===== config.mk =====
export PLATFORM = sky130hd
export DESIGN_NAME = low_voltage_ride_through_controller_flat
export DESIGN_NICKNAME = d
export VERILOG_FILES = /design/src/hw/rtl/lvrt_pkg.sv /design/src/hw/rtl/lvrt_if.sv /design/src/hw/rtl/lvrt_ctrl.sv /design/src/hw/rtl/lvrt_dp.sv /design/src/hw/rtl/low_voltage_ride_through_controller.sv /design/src/flat_wrapper.sv
export SDC_FILE = /design/constraint.sdc
export NUM_CORES = 2
export LEC_CHECK = 0
export ABC_AREA = 1
export ABC_CLOCK_PERIOD_IN_PS = 9610
export BUFFER_PORTS_ARGS = -buffer_cell sky130_fd_sc_hd__buf_2
export CAP_MARGIN = 20
export CORE_UTILIZATION = 55
export CTS_CLUSTER_SIZE = 24
export DETAILED_ROUTE_END_ITERATION = 8
export MAX_ROUTING_LAYER = met4
export PLACE_DENSITY_LB_ADDON = 0.2
export SYNTH_ARGS = -nofsm -noshare
export SYNTH_HDL_FRONTEND = slang
export SYNTH_SLANG_ARGS = --single-unit

===== constraint.sdc =====
create_clock -name clk -period 9.61 [get_ports clk]
set_input_delay 1.4415 -clock clk [delete_from_list [all_inputs] [get_ports clk]]
set_output_delay 1.4415 -clock clk [all_outputs]
set_load 0.05 [all_outputs]

===== src/hw/rtl/lvrt_pkg.sv =====
// ----------------------------------------------------------------------------
// lvrt_pkg: shared types and constants
// Mode codes, controller command struct and fixed-point constants.
// ----------------------------------------------------------------------------
package lvrt_pkg;

  localparam int CFG_IDX_W = 3;
  localparam int CFG_DATA_W = 16;

  // Q2.14 fixed point
  localparam int FRACTION_BITS = 14;

  typedef enum logic [1:0] {
    MODE_IDLE     = 2'd0,
    MODE_ACTIVE   = 2'd1,
    MODE_RECOVERY = 2'd2
  } mode_t;

  typedef enum logic [2:0] {
    CFG_FAULT_LVL   = 3'd0,
    CFG_RECOV_LVL   = 3'd1,
    CFG_DROP_LVL    = 3'd2,
    CFG_GAIN        = 3'd3,
    CFG_CEILING     = 3'd4,
    CFG_SHARE       = 3'd5,
    CFG_DEBOUNCE    = 3'd6,
    CFG_RELEASE_DLY = 3'd7
  } cfg_idx_t;

  // commands from controller to datapath
  typedef struct packed {
    logic eval;       // idle/active/recovery decision on the latched sample
    logic mult_start; // start the split/cap computation
    logic sqrt_step;  // one root step; the first one loads the root operand
    logic finish;     // write back results
  } lvrt_cmd_t;

  // status from datapath to controller
  typedef struct packed {
    logic need_issue; // a current issue is needed
    logic sqrt_done;
  } lvrt_sts_t;

  function automatic logic [31:0] step_time(input logic [2:0] k);
    case (k)
      3'd0:    step_time = 32'd50;
      3'd1:    step_time = 32'd150;
      3'd2:    step_time = 32'd500;
      default: step_time = 32'd1000;
    endcase
  endfunction

endpackage


===== src/hw/rtl/lvrt_if.sv =====
// ----------------------------------------------------------------------------
// lvrt_in_if / lvrt_out_if: sample and result channels
// Valid/ready channels carrying the sample and the result payloads.
// ----------------------------------------------------------------------------
interface lvrt_in_if;
  logic        valid;
  logic        ready;
  logic [31:0] time_ms;
  logic [15:0] grid_voltage;
  modport source (output valid, time_ms, grid_voltage, input ready);
  modport sink (input valid, time_ms, grid_voltage, output ready);
endinterface

interface lvrt_out_if;
  logic        valid;
  logic        ready;
  logic [1:0]  mode;
  logic [14:0] compensator_current;
  logic [14:0] inverter_current;
  logic [14:0] active_power_cap;
  logic        compensator_current_mode;
  logic        compensator_in_ride;
  logic        inverter_in_ride;
  logic        tap_changer_locked;
  logic [5:0]  events;
  logic [2:0]  release_step;
  modport source (output valid, mode, compensator_current, inverter_current,
    active_power_cap, compensator_current_mode, compensator_in_ride,
    inverter_in_ride, tap_changer_locked, events, release_step, input ready);
  modport sink (input valid, mode, compensator_current, inverter_current,
    active_power_cap, compensator_current_mode, compensator_in_ride,
    inverter_in_ride, tap_changer_locked, events, release_step, output ready);
endinterface


===== src/hw/rtl/lvrt_ctrl.sv =====
// ----------------------------------------------------------------------------
// lvrt_ctrl: sequencing state machine
// Accepts a sample; eval, then multiply and root only when issuing, finish.
// ----------------------------------------------------------------------------
module lvrt_ctrl (
  input  logic               clk,
  input  logic               rst,
  input  logic               in_valid,
  output logic               in_ready,
  output logic               take,
  output logic               out_valid,
  input  logic               out_ready,
  output lvrt_pkg::lvrt_cmd_t cmd,
  input  lvrt_pkg::lvrt_sts_t sts
);
  import lvrt_pkg::*;

  typedef enum logic [5:0] {
    S_IDLE = 6'b000001,
    S_EVAL = 6'b000010,
    S_MUL  = 6'b000100,
    S_SQRT = 6'b001000,
    S_FIN  = 6'b010000,
    S_OUT  = 6'b100000
  } state_t;

  state_t state, state_next;

  assign in_ready = (state == S_IDLE);
  assign take     = in_valid && in_ready;
  assign out_valid = (state == S_OUT);

  always_comb begin
    state_next = state;
    cmd = '0;
    unique case (state)
      S_IDLE: if (in_valid) state_next = S_EVAL;
      S_EVAL: begin
        cmd.eval = 1'b1;
        state_next = S_MUL;
      end
      S_MUL: begin
        if (sts.need_issue) begin
          cmd.mult_start = 1'b1;
          state_next = S_SQRT;
        end else begin
          state_next = S_FIN;
        end
      end
      S_SQRT: begin
        cmd.sqrt_step = 1'b1;
        if (sts.sqrt_done) state_next = S_FIN;
      end
      S_FIN: begin
        cmd.finish = 1'b1;
        state_next = S_OUT;
      end
      S_OUT: if (out_ready) state_next = S_IDLE;
      default: state_next = S_IDLE;
    endcase
  end

  // state register
  always_ff @(posedge clk) begin
    if (rst) state <= S_IDLE;
    else state <= state_next;
  end
endmodule


===== src/hw/rtl/lvrt_dp.sv =====
// ----------------------------------------------------------------------------
// lvrt_dp: controller datapath
// Mode state, demand multiply, split multiplies and a bit-serial square root.
// ----------------------------------------------------------------------------
module lvrt_dp #(
  parameter int RELEASE_STEPS = 4
) (
  input  logic                clk,
  input  logic                rst,
  input  logic                take,
  input  logic [31:0]         time_ms,
  input  logic [15:0]         grid_voltage,
  input  logic                cfg_we,
  input  logic [2:0]          cfg_idx,
  input  logic [15:0]         cfg_data,
  input  lvrt_pkg::lvrt_cmd_t cmd,
  output lvrt_pkg::lvrt_sts_t sts,
  output logic [1:0]          mode,
  output logic [14:0]         compensator_current,
  output logic [14:0]         inverter_current,
  output logic [14:0]         active_power_cap,
  output logic                compensator_current_mode,
  output logic                compensator_in_ride,
  output logic                inverter_in_ride,
  output logic                tap_changer_locked,
  output logic [5:0]          events,
  output logic [2:0]          release_step
);
  import lvrt_pkg::*;

  localparam int ONE_W = FRACTION_BITS + 1;
  localparam logic [ONE_W-1:0] ONE_PU = ONE_W'(1) << FRACTION_BITS;
  localparam int SW = (RELEASE_STEPS > 4) ? 4 : 3;  // room for the count itself

  // configuration registers
  logic [15:0] fault_lvl, recov_lvl, drop_lvl, gain, release_dly;
  logic [14:0] ceiling, share;
  logic [7:0]  debounce_n;

  always_ff @(posedge clk) begin
    if (rst) begin
      fault_lvl <= 16'd14746; recov_lvl <= 16'd14746; drop_lvl <= 16'd1638;
      gain <= 16'd8192; ceiling <= 15'd18022; share <= 15'd8192;
      debounce_n <= 8'd4; release_dly <= 16'd100;
    end else if (cfg_we) begin
      unique case (cfg_idx_t'(cfg_idx))
        CFG_FAULT_LVL:   fault_lvl <= cfg_data;
        CFG_RECOV_LVL:   recov_lvl <= cfg_data;
        CFG_DROP_LVL:    drop_lvl <= cfg_data;
        CFG_GAIN:        gain <= cfg_data;
        CFG_CEILING:     ceiling <= cfg_data[14:0];
        CFG_SHARE:       share <= cfg_data[14:0];
        CFG_DEBOUNCE:    debounce_n <= cfg_data[7:0];
        CFG_RELEASE_DLY: release_dly <= cfg_data;
        default: ;
      endcase
    end
  end

  // sample latch, demand product taken with the sample
  logic [31:0] now;
  logic [15:0] v;
  logic [15:0] in_deficit;
  logic [31:0] dprod;
  assign in_deficit = (grid_voltage < fault_lvl) ? fault_lvl - grid_voltage : 16'd0;
  always_ff @(posedge clk) if (take) begin
    now <= time_ms;
    v <= grid_voltage;
    dprod <= gain * in_deficit;
  end

  // state
  mode_t       mode_reg;
  logic [7:0]  deb;
  logic [15:0] prev_v;
  logic [31:0] fault_start, recov_start;
  logic [SW-1:0] step_idx;
  logic [17:0] demand;
  logic [14:0] comp_cmd, inv_cmd, cap_cmd;
  logic        f_cmode, f_cride, f_iride, f_tap;
  logic [5:0]  ev;
  logic        issue;

  // demand = round(gain*deficit/4096), saturated
  logic [20:0] dshift;
  logic [17:0] nd_raw, nd_clamp, diff;
  logic [24:0] diff100;
  assign dshift  = 21'((33'(dprod) + 33'd2048) >> 12);
  assign nd_raw  = (dshift > 21'd262143) ? 18'h3FFFF : dshift[17:0];
  assign nd_clamp = (nd_raw > 18'(ceiling)) ? 18'(ceiling) : nd_raw;
  assign diff = (nd_clamp > demand) ? nd_clamp - demand : demand - nd_clamp;
  assign diff100 = 25'(diff) * 25'd100;

  logic low, drop;
  logic [7:0] deb_n;
  assign low = v < fault_lvl;
  assign drop = ($signed({2'b0, prev_v}) - $signed({2'b0, v})) > $signed({2'b0, drop_lvl});
  assign deb_n = (low && drop) ? ((deb == 8'hFF) ? deb : deb + 8'd1) : 8'd0;

  // recovery step chain: at most RELEASE_STEPS narrow dependent steps
  logic [31:0] relapsed;
  logic [SW-1:0] st_n;
  logic [3:0] rel_fl;
  logic rel_idle;
  logic [5:0] rel_ev;
  assign relapsed = now - recov_start;
  always_comb begin
    st_n = step_idx;
    rel_fl = '0; rel_idle = 1'b0; rel_ev = '0;
    for (int i = 0; i < RELEASE_STEPS; i++) begin
      if (int'(st_n) == i && relapsed >= step_time(3'(i))) begin
        if (i == 0 || i == RELEASE_STEPS - 1) rel_fl[2] = 1'b1;
        if (i == 1 || i == RELEASE_STEPS - 1) begin rel_fl[1] = 1'b1; rel_fl[0] = 1'b1; end
        if (i == 2 || i == RELEASE_STEPS - 1) rel_fl[3] = 1'b1;
        if (i == RELEASE_STEPS - 1) rel_idle = 1'b1;
        if (i < 4) rel_ev = rel_ev | 6'(4 << i);
        st_n = SW'(i + 1);
      end
    end
  end

  // evaluation of the latched sample
  always_ff @(posedge clk) begin
    if (rst) begin
      mode_reg <= MODE_IDLE; deb <= '0; prev_v <= 16'd16384;
      fault_start <= '0; recov_start <= '0; step_idx <= '0; demand <= '0;
      f_cmode <= 1'b0; f_cride <= 1'b0; f_iride <= 1'b0; f_tap <= 1'b0;
      ev <= '0; issue <= 1'b0;
    end else if (cmd.eval) begin
      ev <= '0; issue <= 1'b0;
      prev_v <= v;
      unique case (mode_reg)
        MODE_IDLE: begin
          deb <= deb_n;
          if (deb_n >= debounce_n) begin
            mode_reg <= MODE_ACTIVE; fault_start <= now; demand <= nd_raw;
            {f_cmode, f_cride, f_iride, f_tap} <= 4'hF;
            ev <= 6'd1; issue <= 1'b1;
          end
        end
        MODE_ACTIVE: begin
          if (v >= recov_lvl && (now - fault_start) > 32'(release_dly)) begin
            mode_reg <= MODE_RECOVERY; recov_start <= now; step_idx <= '0;
          end else if (low && 26'(diff100) > 26'(ONE_PU)) begin
            demand <= nd_clamp; ev <= 6'd2; issue <= 1'b1;
          end
        end
        default: begin
          step_idx <= st_n;
          if (rel_fl[0]) f_cmode <= 1'b0;
          if (rel_fl[1]) f_cride <= 1'b0;
          if (rel_fl[2]) f_iride <= 1'b0;
          if (rel_fl[3]) f_tap <= 1'b0;
          if (rel_idle) mode_reg <= MODE_IDLE;
          ev <= rel_ev;
        end
      endcase
    end
  end
  assign sts.need_issue = issue;

  // split multiplies and root operand, one multiply per register
  logic [14:0] iq, shr;
  logic [29:0] sq_iq, sq_ceil;
  logic [14:0] comp_n, inv_n;
  assign iq  = (demand > 18'(ceiling)) ? ceiling : demand[14:0];
  assign shr = (share > 15'(ONE_PU)) ? 15'(ONE_PU) : share;

  logic [1:0] mstage;
  logic [4:0] sq_cnt;
  logic [29:0] sq_x;
  logic [31:0] sq_r;
  logic [31:0] sq_bit;
  logic [35:0] pc, pi;
  always_ff @(posedge clk) begin
    if (rst) begin
      mstage <= '0; sq_cnt <= '0;
    end else if (cmd.mult_start) begin
      pc <= 36'(iq) * 36'(shr) + 36'(ONE_PU >> 1);
      pi <= 36'(iq) * 36'(ONE_PU - ONE_W'(shr)) + 36'(ONE_PU >> 1);
      sq_iq <= iq * iq;
      sq_ceil <= ceiling * ceiling;
      mstage <= 2'd1;
      sq_cnt <= '0;
    end else if (cmd.sqrt_step) begin
      if (mstage == 2'd1) begin
        sq_x <= sq_ceil - sq_iq;
        sq_r <= '0;
        sq_bit <= 32'h4000_0000;
        mstage <= 2'd2;
      end else begin
        if ({2'b0, sq_x} >= sq_r + sq_bit) begin
          sq_x <= 30'({2'b0, sq_x} - (sq_r + sq_bit));
          sq_r <= (sq_r >> 1) + sq_bit;
        end else begin
          sq_r <= sq_r >> 1;
        end
        sq_bit <= sq_bit >> 2;
        sq_cnt <= sq_cnt + 5'd1;
      end
    end
  end
  assign sts.sqrt_done = (mstage == 2'd2) && (sq_cnt == 5'd15);
  assign comp_n = 15'(pc >> FRACTION_BITS);
  assign inv_n  = 15'(pi >> FRACTION_BITS);

  // result write back
  always_ff @(posedge clk) begin
    if (rst) begin
      comp_cmd <= '0; inv_cmd <= '0; cap_cmd <= 15'd16384;
    end else if (cmd.finish) begin
      if (issue) begin
        comp_cmd <= comp_n; inv_cmd <= inv_n;
        cap_cmd <= sq_r[14:0];
      end else if (ev[5:2] != 4'd0 && !f_iride && mode_reg != MODE_ACTIVE) begin
        cap_cmd <= 15'd16384;
      end
    end
  end

  assign mode = mode_reg;
  assign compensator_current = comp_cmd;
  assign inverter_current = inv_cmd;
  assign active_power_cap = cap_cmd;
  assign compensator_current_mode = f_cmode;
  assign compensator_in_ride = f_cride;
  assign inverter_in_ride = f_iride;
  assign tap_changer_locked = f_tap;
  assign events = ev;
  assign release_step = 3'(step_idx);
endmodule


===== src/hw/rtl/low_voltage_ride_through_controller.sv =====
// ----------------------------------------------------------------------------
// low_voltage_ride_through_controller: LVRT top level
//
//   channel   dir   payload
//   smp       in    time_ms, grid_voltage
//   res       out   mode, currents, cap, flags, events, release_step
//   cfg       in    cfg_we, cfg_idx, cfg_data
//
// a sample that issues a current also runs the 16-iteration bit-serial
// square root; one that issues none skips the multiply and root
// one sample in flight at a time; the result holds until transferred
// rst is synchronous and restores control, config and result reset values
// ----------------------------------------------------------------------------
module low_voltage_ride_through_controller #(
  parameter int RELEASE_STEPS = 4
) (
  input logic clk,
  input logic rst,
  lvrt_in_if.sink    smp,
  lvrt_out_if.source res,
  input logic        cfg_we,
  input logic [lvrt_pkg::CFG_IDX_W-1:0]  cfg_idx,
  input logic [lvrt_pkg::CFG_DATA_W-1:0] cfg_data
);
  import lvrt_pkg::*;

  lvrt_cmd_t cmd;
  lvrt_sts_t sts;
  logic take;

  lvrt_ctrl u_ctrl (
    .clk, .rst, .in_valid(smp.valid), .in_ready(smp.ready), .take,
    .out_valid(res.valid), .out_ready(res.ready), .cmd, .sts
  );

  lvrt_dp #(.RELEASE_STEPS(RELEASE_STEPS)) u_dp (
    .clk, .rst, .take, .time_ms(smp.time_ms), .grid_voltage(smp.grid_voltage),
    .cfg_we, .cfg_idx, .cfg_data, .cmd, .sts,
    .mode(res.mode), .compensator_current(res.compensator_current),
    .inverter_current(res.inverter_current), .active_power_cap(res.active_power_cap),
    .compensator_current_mode(res.compensator_current_mode),
    .compensator_in_ride(res.compensator_in_ride),
    .inverter_in_ride(res.inverter_in_ride),
    .tap_changer_locked(res.tap_changer_locked),
    .events(res.events), .release_step(res.release_step)
  );
endmodule


===== src/flat_wrapper.sv =====
// flat-port wrapper written by rule: the top's interface ports become plain ports
module low_voltage_ride_through_controller_flat import lvrt_pkg::*;
#(
  parameter int RELEASE_STEPS = 4
)
  (clk, rst, cfg_we, cfg_idx, cfg_data, smp_valid, smp_time_ms, smp_grid_voltage, smp_ready, res_valid, res_mode, res_compensator_current, res_inverter_current, res_active_power_cap, res_compensator_current_mode, res_compensator_in_ride, res_inverter_in_ride, res_tap_changer_locked, res_events, res_release_step, res_ready);
  lvrt_in_if smp_i ();
  lvrt_out_if res_i ();
  input logic clk;
  input logic rst;
  input logic cfg_we;
  input logic [lvrt_pkg::CFG_IDX_W-1:0] cfg_idx;
  input logic [lvrt_pkg::CFG_DATA_W-1:0] cfg_data;
  input wire logic [$bits(smp_i.valid)-1:0] smp_valid;
  input wire logic [$bits(smp_i.time_ms)-1:0] smp_time_ms;
  input wire logic [$bits(smp_i.grid_voltage)-1:0] smp_grid_voltage;
  output wire logic [$bits(smp_i.ready)-1:0] smp_ready;
  output wire logic [$bits(res_i.valid)-1:0] res_valid;
  output wire logic [$bits(res_i.mode)-1:0] res_mode;
  output wire logic [$bits(res_i.compensator_current)-1:0] res_compensator_current;
  output wire logic [$bits(res_i.inverter_current)-1:0] res_inverter_current;
  output wire logic [$bits(res_i.active_power_cap)-1:0] res_active_power_cap;
  output wire logic [$bits(res_i.compensator_current_mode)-1:0] res_compensator_current_mode;
  output wire logic [$bits(res_i.compensator_in_ride)-1:0] res_compensator_in_ride;
  output wire logic [$bits(res_i.inverter_in_ride)-1:0] res_inverter_in_ride;
  output wire logic [$bits(res_i.tap_changer_locked)-1:0] res_tap_changer_locked;
  output wire logic [$bits(res_i.events)-1:0] res_events;
  output wire logic [$bits(res_i.release_step)-1:0] res_release_step;
  input wire logic [$bits(res_i.ready)-1:0] res_ready;
  assign smp_i.valid = smp_valid;
  assign smp_i.time_ms = smp_time_ms;
  assign smp_i.grid_voltage = smp_grid_voltage;
  assign smp_ready = smp_i.ready;
  assign res_valid = res_i.valid;
  assign res_mode = res_i.mode;
  assign res_compensator_current = res_i.compensator_current;
  assign res_inverter_current = res_i.inverter_current;
  assign res_active_power_cap = res_i.active_power_cap;
  assign res_compensator_current_mode = res_i.compensator_current_mode;
  assign res_compensator_in_ride = res_i.compensator_in_ride;
  assign res_inverter_in_ride = res_i.inverter_in_ride;
  assign res_tap_changer_locked = res_i.tap_changer_locked;
  assign res_events = res_i.events;
  assign res_release_step = res_i.release_step;
  assign res_i.ready = res_ready;
  low_voltage_ride_through_controller #(.RELEASE_STEPS(RELEASE_STEPS)) u_core (.clk(clk), .rst(rst), .smp(smp_i), .res(res_i), .cfg_we(cfg_we), .cfg_idx(cfg_idx), .cfg_data(cfg_data));
endmodule

Yosys cells after proc, flatten, opt, wreduce, memory -nomap -nowiden. Index checks and enable logic that the tools add are counted.

Bits of input ports: 72. Flip-flop bits (word level): 590. Word-level logic and storage cells: 236.

Multipliers: 6. Muxes and demuxes: 67. Bitwise gates (word level): 6. Add/sub/neg operators: 16. Eq/ne operators: 29. Reduce and logical (&&, ||, !) cells: 55. Magnitude comparators: 17.

Operators with widths (count): 2-to-1 mux 18 bit (6); subtractor 32 bit (2); 2-to-1 mux 31 bit (2); multiplier 15 x 15 -> 30 bit (2); 2-to-1 mux 15 bit (4); 2-to-1 mux 30 bit (2); subtractor 30 bit (2); > comparator 18 x 15 -> 1 bit (2); one-hot mux 18 bit (2 select lines) (1); one-hot mux 6 bit (6 select lines) (1); subtractor 18 bit (2); adder 32 x 12 -> 33 bit (second input constant) (1); adder 31 x 32 -> 32 bit (1); adder 32 bit (1); greater-or-equal comparator 30 x 32 -> 1 bit (1); greater-or-equal comparator 32 x 10 -> 1 bit (second input constant) (1); greater-or-equal comparator 32 x 6 -> 1 bit (second input constant) (1); greater-or-equal comparator 32 x 8 -> 1 bit (second input constant) (1); greater-or-equal comparator 32 x 9 -> 1 bit (second input constant) (1); > comparator 32 x 16 -> 1 bit (1); < comparator 16 bit (2); multiplier 16 x 16 -> 32 bit (1); AND reduction 2 bit (15); adder 29 x 14 -> 29 bit (second input constant) (1); other kinds (55) (142).

Longest topological paths before layout.
Depth after elaboration: 15. Gate-level depth with buffers: 68. Gate-level depth less buffers: 63.

Modules after synthesis. Synthesis repeated with hierarchy kept, for this count alone.

Cell total of the unflattened synthesis: 9669. Area total of the unflattened synthesis: 73390.4 µm².

By module, submodules not included: lvrt_dp (times used 1, cells an instance 9608, area each 72997.5 µm²); lvrt_ctrl (times used 1, cells an instance 61, area each 392.9 µm²).

Least setup slack after synthesis. OpenSTA, ideal clock, no wires.

Kind: register -> register. Start: reg u_core.u_dp.dprod[11]. End: reg u_core.u_dp.demand[16]. Stages on the path, launching flop included: 63. Setup time: 0.113 ns. Path slack: 1.046 ns. Clock period less this slack: 8.564 ns. Arrival time: 8.451 ns. Cells stage by stage: edfxtp_1 > ha_1 > nand2_1 > nor2_4 > nand3_2 > nor3_4 > nand4_2 > nor3_2 > o21ai_2 > nor2_4 > buf_1 > nand3_1 > ha_1 > nand2_1 > inv_1 > nand3_1 > nor3_1 > o21ai_0 > [... 27 more ...] > ha_1 > a21oi_1 > inv_1 > o21ai_0 > nand4_1 > nand2_1 > nand2_1 > nor2_1 > nand4_1 > nor2_1 > nand4_1 > nand2_1 > nand2_1 > nand3_4 > buf_4 > nand2_1 > nand2_1 > nor2_1.

Cells in the longest elaborated chain, start to end: 12. Elaborated cells on any way between the ends: 18.

RTL lines: from (decl) (line lvrt_dp.sv:64) `logic [31:0] dprod;`; from (signal assigned) (line lvrt_dp.sv:69) `dprod <= gain * in_deficit;`; adder 32 x 12 -> 33 bit (*) (line lvrt_dp.sv:88) `assign dshift = 21'((33'(dprod) + 33'd2048) >> 12);`; > comparator 21 x 18 -> 1 bit (line lvrt_dp.sv:89) `assign nd_raw = (dshift > 21'd262143) ? 18'h3FFFF : dshift[17:0];`; 2-to-1 mux 18 bit (*) (line lvrt_dp.sv:89); > comparator 18 x 15 -> 1 bit (line lvrt_dp.sv:90) `assign nd_clamp = (nd_raw > 18'(ceiling)) ? 18'(ceiling) : nd_raw;`; 2-to-1 mux 18 bit (line lvrt_dp.sv:90); subtractor 18 bit or > comparator 18 bit (tied branches) (line lvrt_dp.sv:91) `assign diff = (nd_clamp > demand) ? nd_clamp - demand : demand - nd_clamp;`; 2-to-1 mux 18 bit (line lvrt_dp.sv:91); multiplier 18 x 5 -> 23 bit (line lvrt_dp.sv:92) `assign diff100 = 25'(diff) * 25'd100;`; > comparator 25 x 15 -> 1 bit (line lvrt_dp.sv:144) `end else if (low && 26'(diff100) > 26'(ONE_PU)) begin`; logical AND 1 bit (line lvrt_dp.sv:144); inequality test 2 bit (no source line); AND reduction 5 bit (no source line); to (signal assigned) (line lvrt_dp.sv:126) `fault_start <= '0; recov_start <= '0; step_idx <= '0; demand <= '0;`; to (signal assigned) (line lvrt_dp.sv:136) `mode_reg <= MODE_ACTIVE; fault_start <= now; demand <= nd_raw;`; to (signal assigned) (line lvrt_dp.sv:145) `demand <= nd_clamp; ev <= 6'd2; issue <= 1'b1;`; to (decl) (line lvrt_dp.sv:78) `logic [17:0] demand;`.

Mark *: on every way between the ends. The rest lies on a longest branch, timed or not. The select of a mux whose other input is x is not followed. A chain may end at the register's enable or synchronous reset.

Final worst setup path.
Start: reg u_core.u_dp.dprod[12]. End: reg u_core.u_dp.demand[4].

The elaborated chain is that of the path after synthesis.

==> results.cfg <==
[floorplan]
initial_core_util_pct = 55.4
pin_count = 134
die_y_um = 368
rows = 134
core_area_sq_um = 133000
die_w_um = 368
design.die.area_sq_um = 136000

[global_routing]
grtUsageMet3_pct = 5.04
grt_pass1_vias = 64733
antenna_found_initial = 1
use_met1_pct = 42.3
overflow = 0
grt_use_met2_pct = 51.5
grt_pass1_wl_um = 341000
top_usage_layer = met2
track_usage_pct = 32.4
grt_max_degree = 136

[flow_run]
maxCapViolations = 0

[yosys]
synth_edf_count = 235
netlist_area_sq_um = 73800
synth_top_area_share_pct = 22.6
syn_area_per_cell_sq_um = 7.57
yosysSeqAreaShare_pct = 17.6
synthFlopType = dfxtp_1
synth_top_area_cell = fa_1
yosys_warnings = 0
synthTopCellsByArea = fa_1 (23%), ha_1 (15%), inv_1 (10%)
synth-async-reset-ratio_pct = 0
netlist_instances = 9748
yosysUniqueCellTypes = 73
synth-seq-cells = 532

[min_path]
min_path_type = flip-flop to flip-flop

[final_layout]
fin_cells = 11757
final_layout_size_suffix_gt1_share_pct = 6.69
nets = 11696
final_common_cell = inv_1
syn_to_final_growth_pct = 9.06
mostFrequentLayoutCells = inv_1 (2061), nand2_1 (1925), nor2_1 (963), ha_1 (844), fa_1 (833)

[critical_path]
critPathCaptureType = flip-flop
cp_top_family = simple AND/OR/NAND/NOR gates
crit_type = flip-flop to flip-flop
critPathBufInv = 11
required_ps = 10210
cp_common_cell = nand2_1
start_kind = flip-flop
critPathMaxFanout = 7
slowest_stage = fa_1
slowest_delay_ps = 520
arrival_ps = 9620

[clock_network]
cts_tree = yes
cts_buffers = 68
h-tree-depth = 3
cts-root-buf = clkbuf_16
clk_pin_slew_ps = 60
clock-sinks = 532
clockBufferDepth = 3
insertion_delay_ps = 690

[detailed_routing]
wl_per_cell_um = 17.9
ant_nets = 0
dr_total_vias = 63844
routed_via_density = 5.43
totalWireLength_um = 210000
drc = 0
firstDrtPassIters = 9
first_iter_violations = 4567

[place]
dp_hpwl_um = 168000
port-buffer-count = 133
globalplace.congestion = 0.982
dp_cells = 11593

[sta]
worstMarginPinSlew_ps = 930
period_needed_ps = 9030
period_share_pct = 93.9
setup_violations = 0
relSlewSlack_pct = 37.8
max_freq_ghz = 0.111
finalMaxSlewViolations = 0
clock-skew-final_ps = 32.4
hold_violations = 0

[power]
p_leak_nw = 41.3
internal_power_mw = 5.72
vdd_drop_max_mv = 0.199
swShare_pct = 39.8
p_comb_share_pct = 44.3
switching_power_mw = 3.78
power_frac_clock_pct = 28.5
power_density_nw_per_um2 = 118
p_seq_share_pct = 27.2
p_total_mw = 9.50

[run_status]
status = finished clean
cells in the mapped netlist, drive strengths merged, types with 15 or more instances:
cell type  instances
nand2           1953
o211ai            45
nor2             992
or2               18
nand3            262
inv             2079
o21ai            534
xnor2             86
dfxtp            297
nor4              27
buf               59
a21o              27
nor3              80
o21bai            21
o21a              29
nand4            100
fa               834
edfxtp           235
ha               859
a31oi             25
nand3b            16
xor2             199
clkinv            15
a21oi            652
clkbuf           200
worst reg2reg max path: cells and delay by family, from the launching register on:
family	cells	cell delay, ps
buf+inv	11	1210
xor+xnor	2	350
simple gates	32	3690
fa+ha+maj	7	2160
compound gates	9	1190
flops	1	350
power by group through the flow:
stage,combinational (mW),clock (mW),sequential [mW]
global route,4.79,2.85,2.58
CTS,3.95,2.76,2.58
floorplan,2.82,0,2.60
finish,4.21,2.71,2.58
global placement,3.89,0,2.62
detailed placement,3.92,0,2.62
repair_timing:
item	in CTS	in global routing
pin swaps	0	36
gates resized for setup	1	135
setup buffers	0	29
hold buffers	0	0
gates cloned	0	6
endpoints found under the setup margin	18	20
path summary, 6_finish.rpt:
check / startpoint / endpoint / slack, ps / depth (start not counted)
worst max-delay path: u_core.u_dp.dprod[12] / u_core.u_dp.demand[4] / 580 / 61
worst min-delay path: u_core.u_dp.recov_start[16] / u_core.u_dp.recov_start[16] / 460 / 2
worst max register to register: u_core.u_dp.dprod[12] / u_core.u_dp.demand[4] / 580 / 61
worst min register to register: u_core.u_dp.recov_start[16] / u_core.u_dp.recov_start[16] / 460 / 2
cell type report:
class | count | area (sq um)
sequential | 532 | 13000
tap | 1768 | 2210
clock buffer | 92 | 2000
inverter | 2094 | 7870
antenna | 3 | 7.51
timing repair buffer | 352 | 2500
clock inverter | 33 | 384
fill | 12462 | 52800
timing repair inverter | 3 | 28.8
multi-input combinational | 6880 | 52500
metrics by stage:
stage	utilization (%)	TNS [ps]	hold WS (ps)	setup WS [ps]	instance area [sq um]
after CTS	59.8	0	460	32.3	79700
after global placement	58.0	-177	444	-22.0	77300
after global routing	60.4	-1060	473	-78.7	80500
final	60.4	0	458	583	80500
after detailed placement	58.0	-184	451	-26.3	77300
after floorplan	-	0	433	1050	73900
kinds of logic after synthesis:
family / synth area share [%]
buffers and inverters: 12.1
multiplexers: 0.0271
XOR/XNOR: 3.39
other: 0.0102
AND/OR/NAND/NOR: 19.2
adder cells (fa/ha/maj): 37.2
flip-flops: 17.6
AO/OA/AOI/OAI: 10.5
metal layers:
layer	vias up	routed length, um
met1	30518	92400
li1	30841	-
met5	-	0
met2	2037	95800
met3	448	14000
met4	0	7730
(Power assumes the default switching activity.)
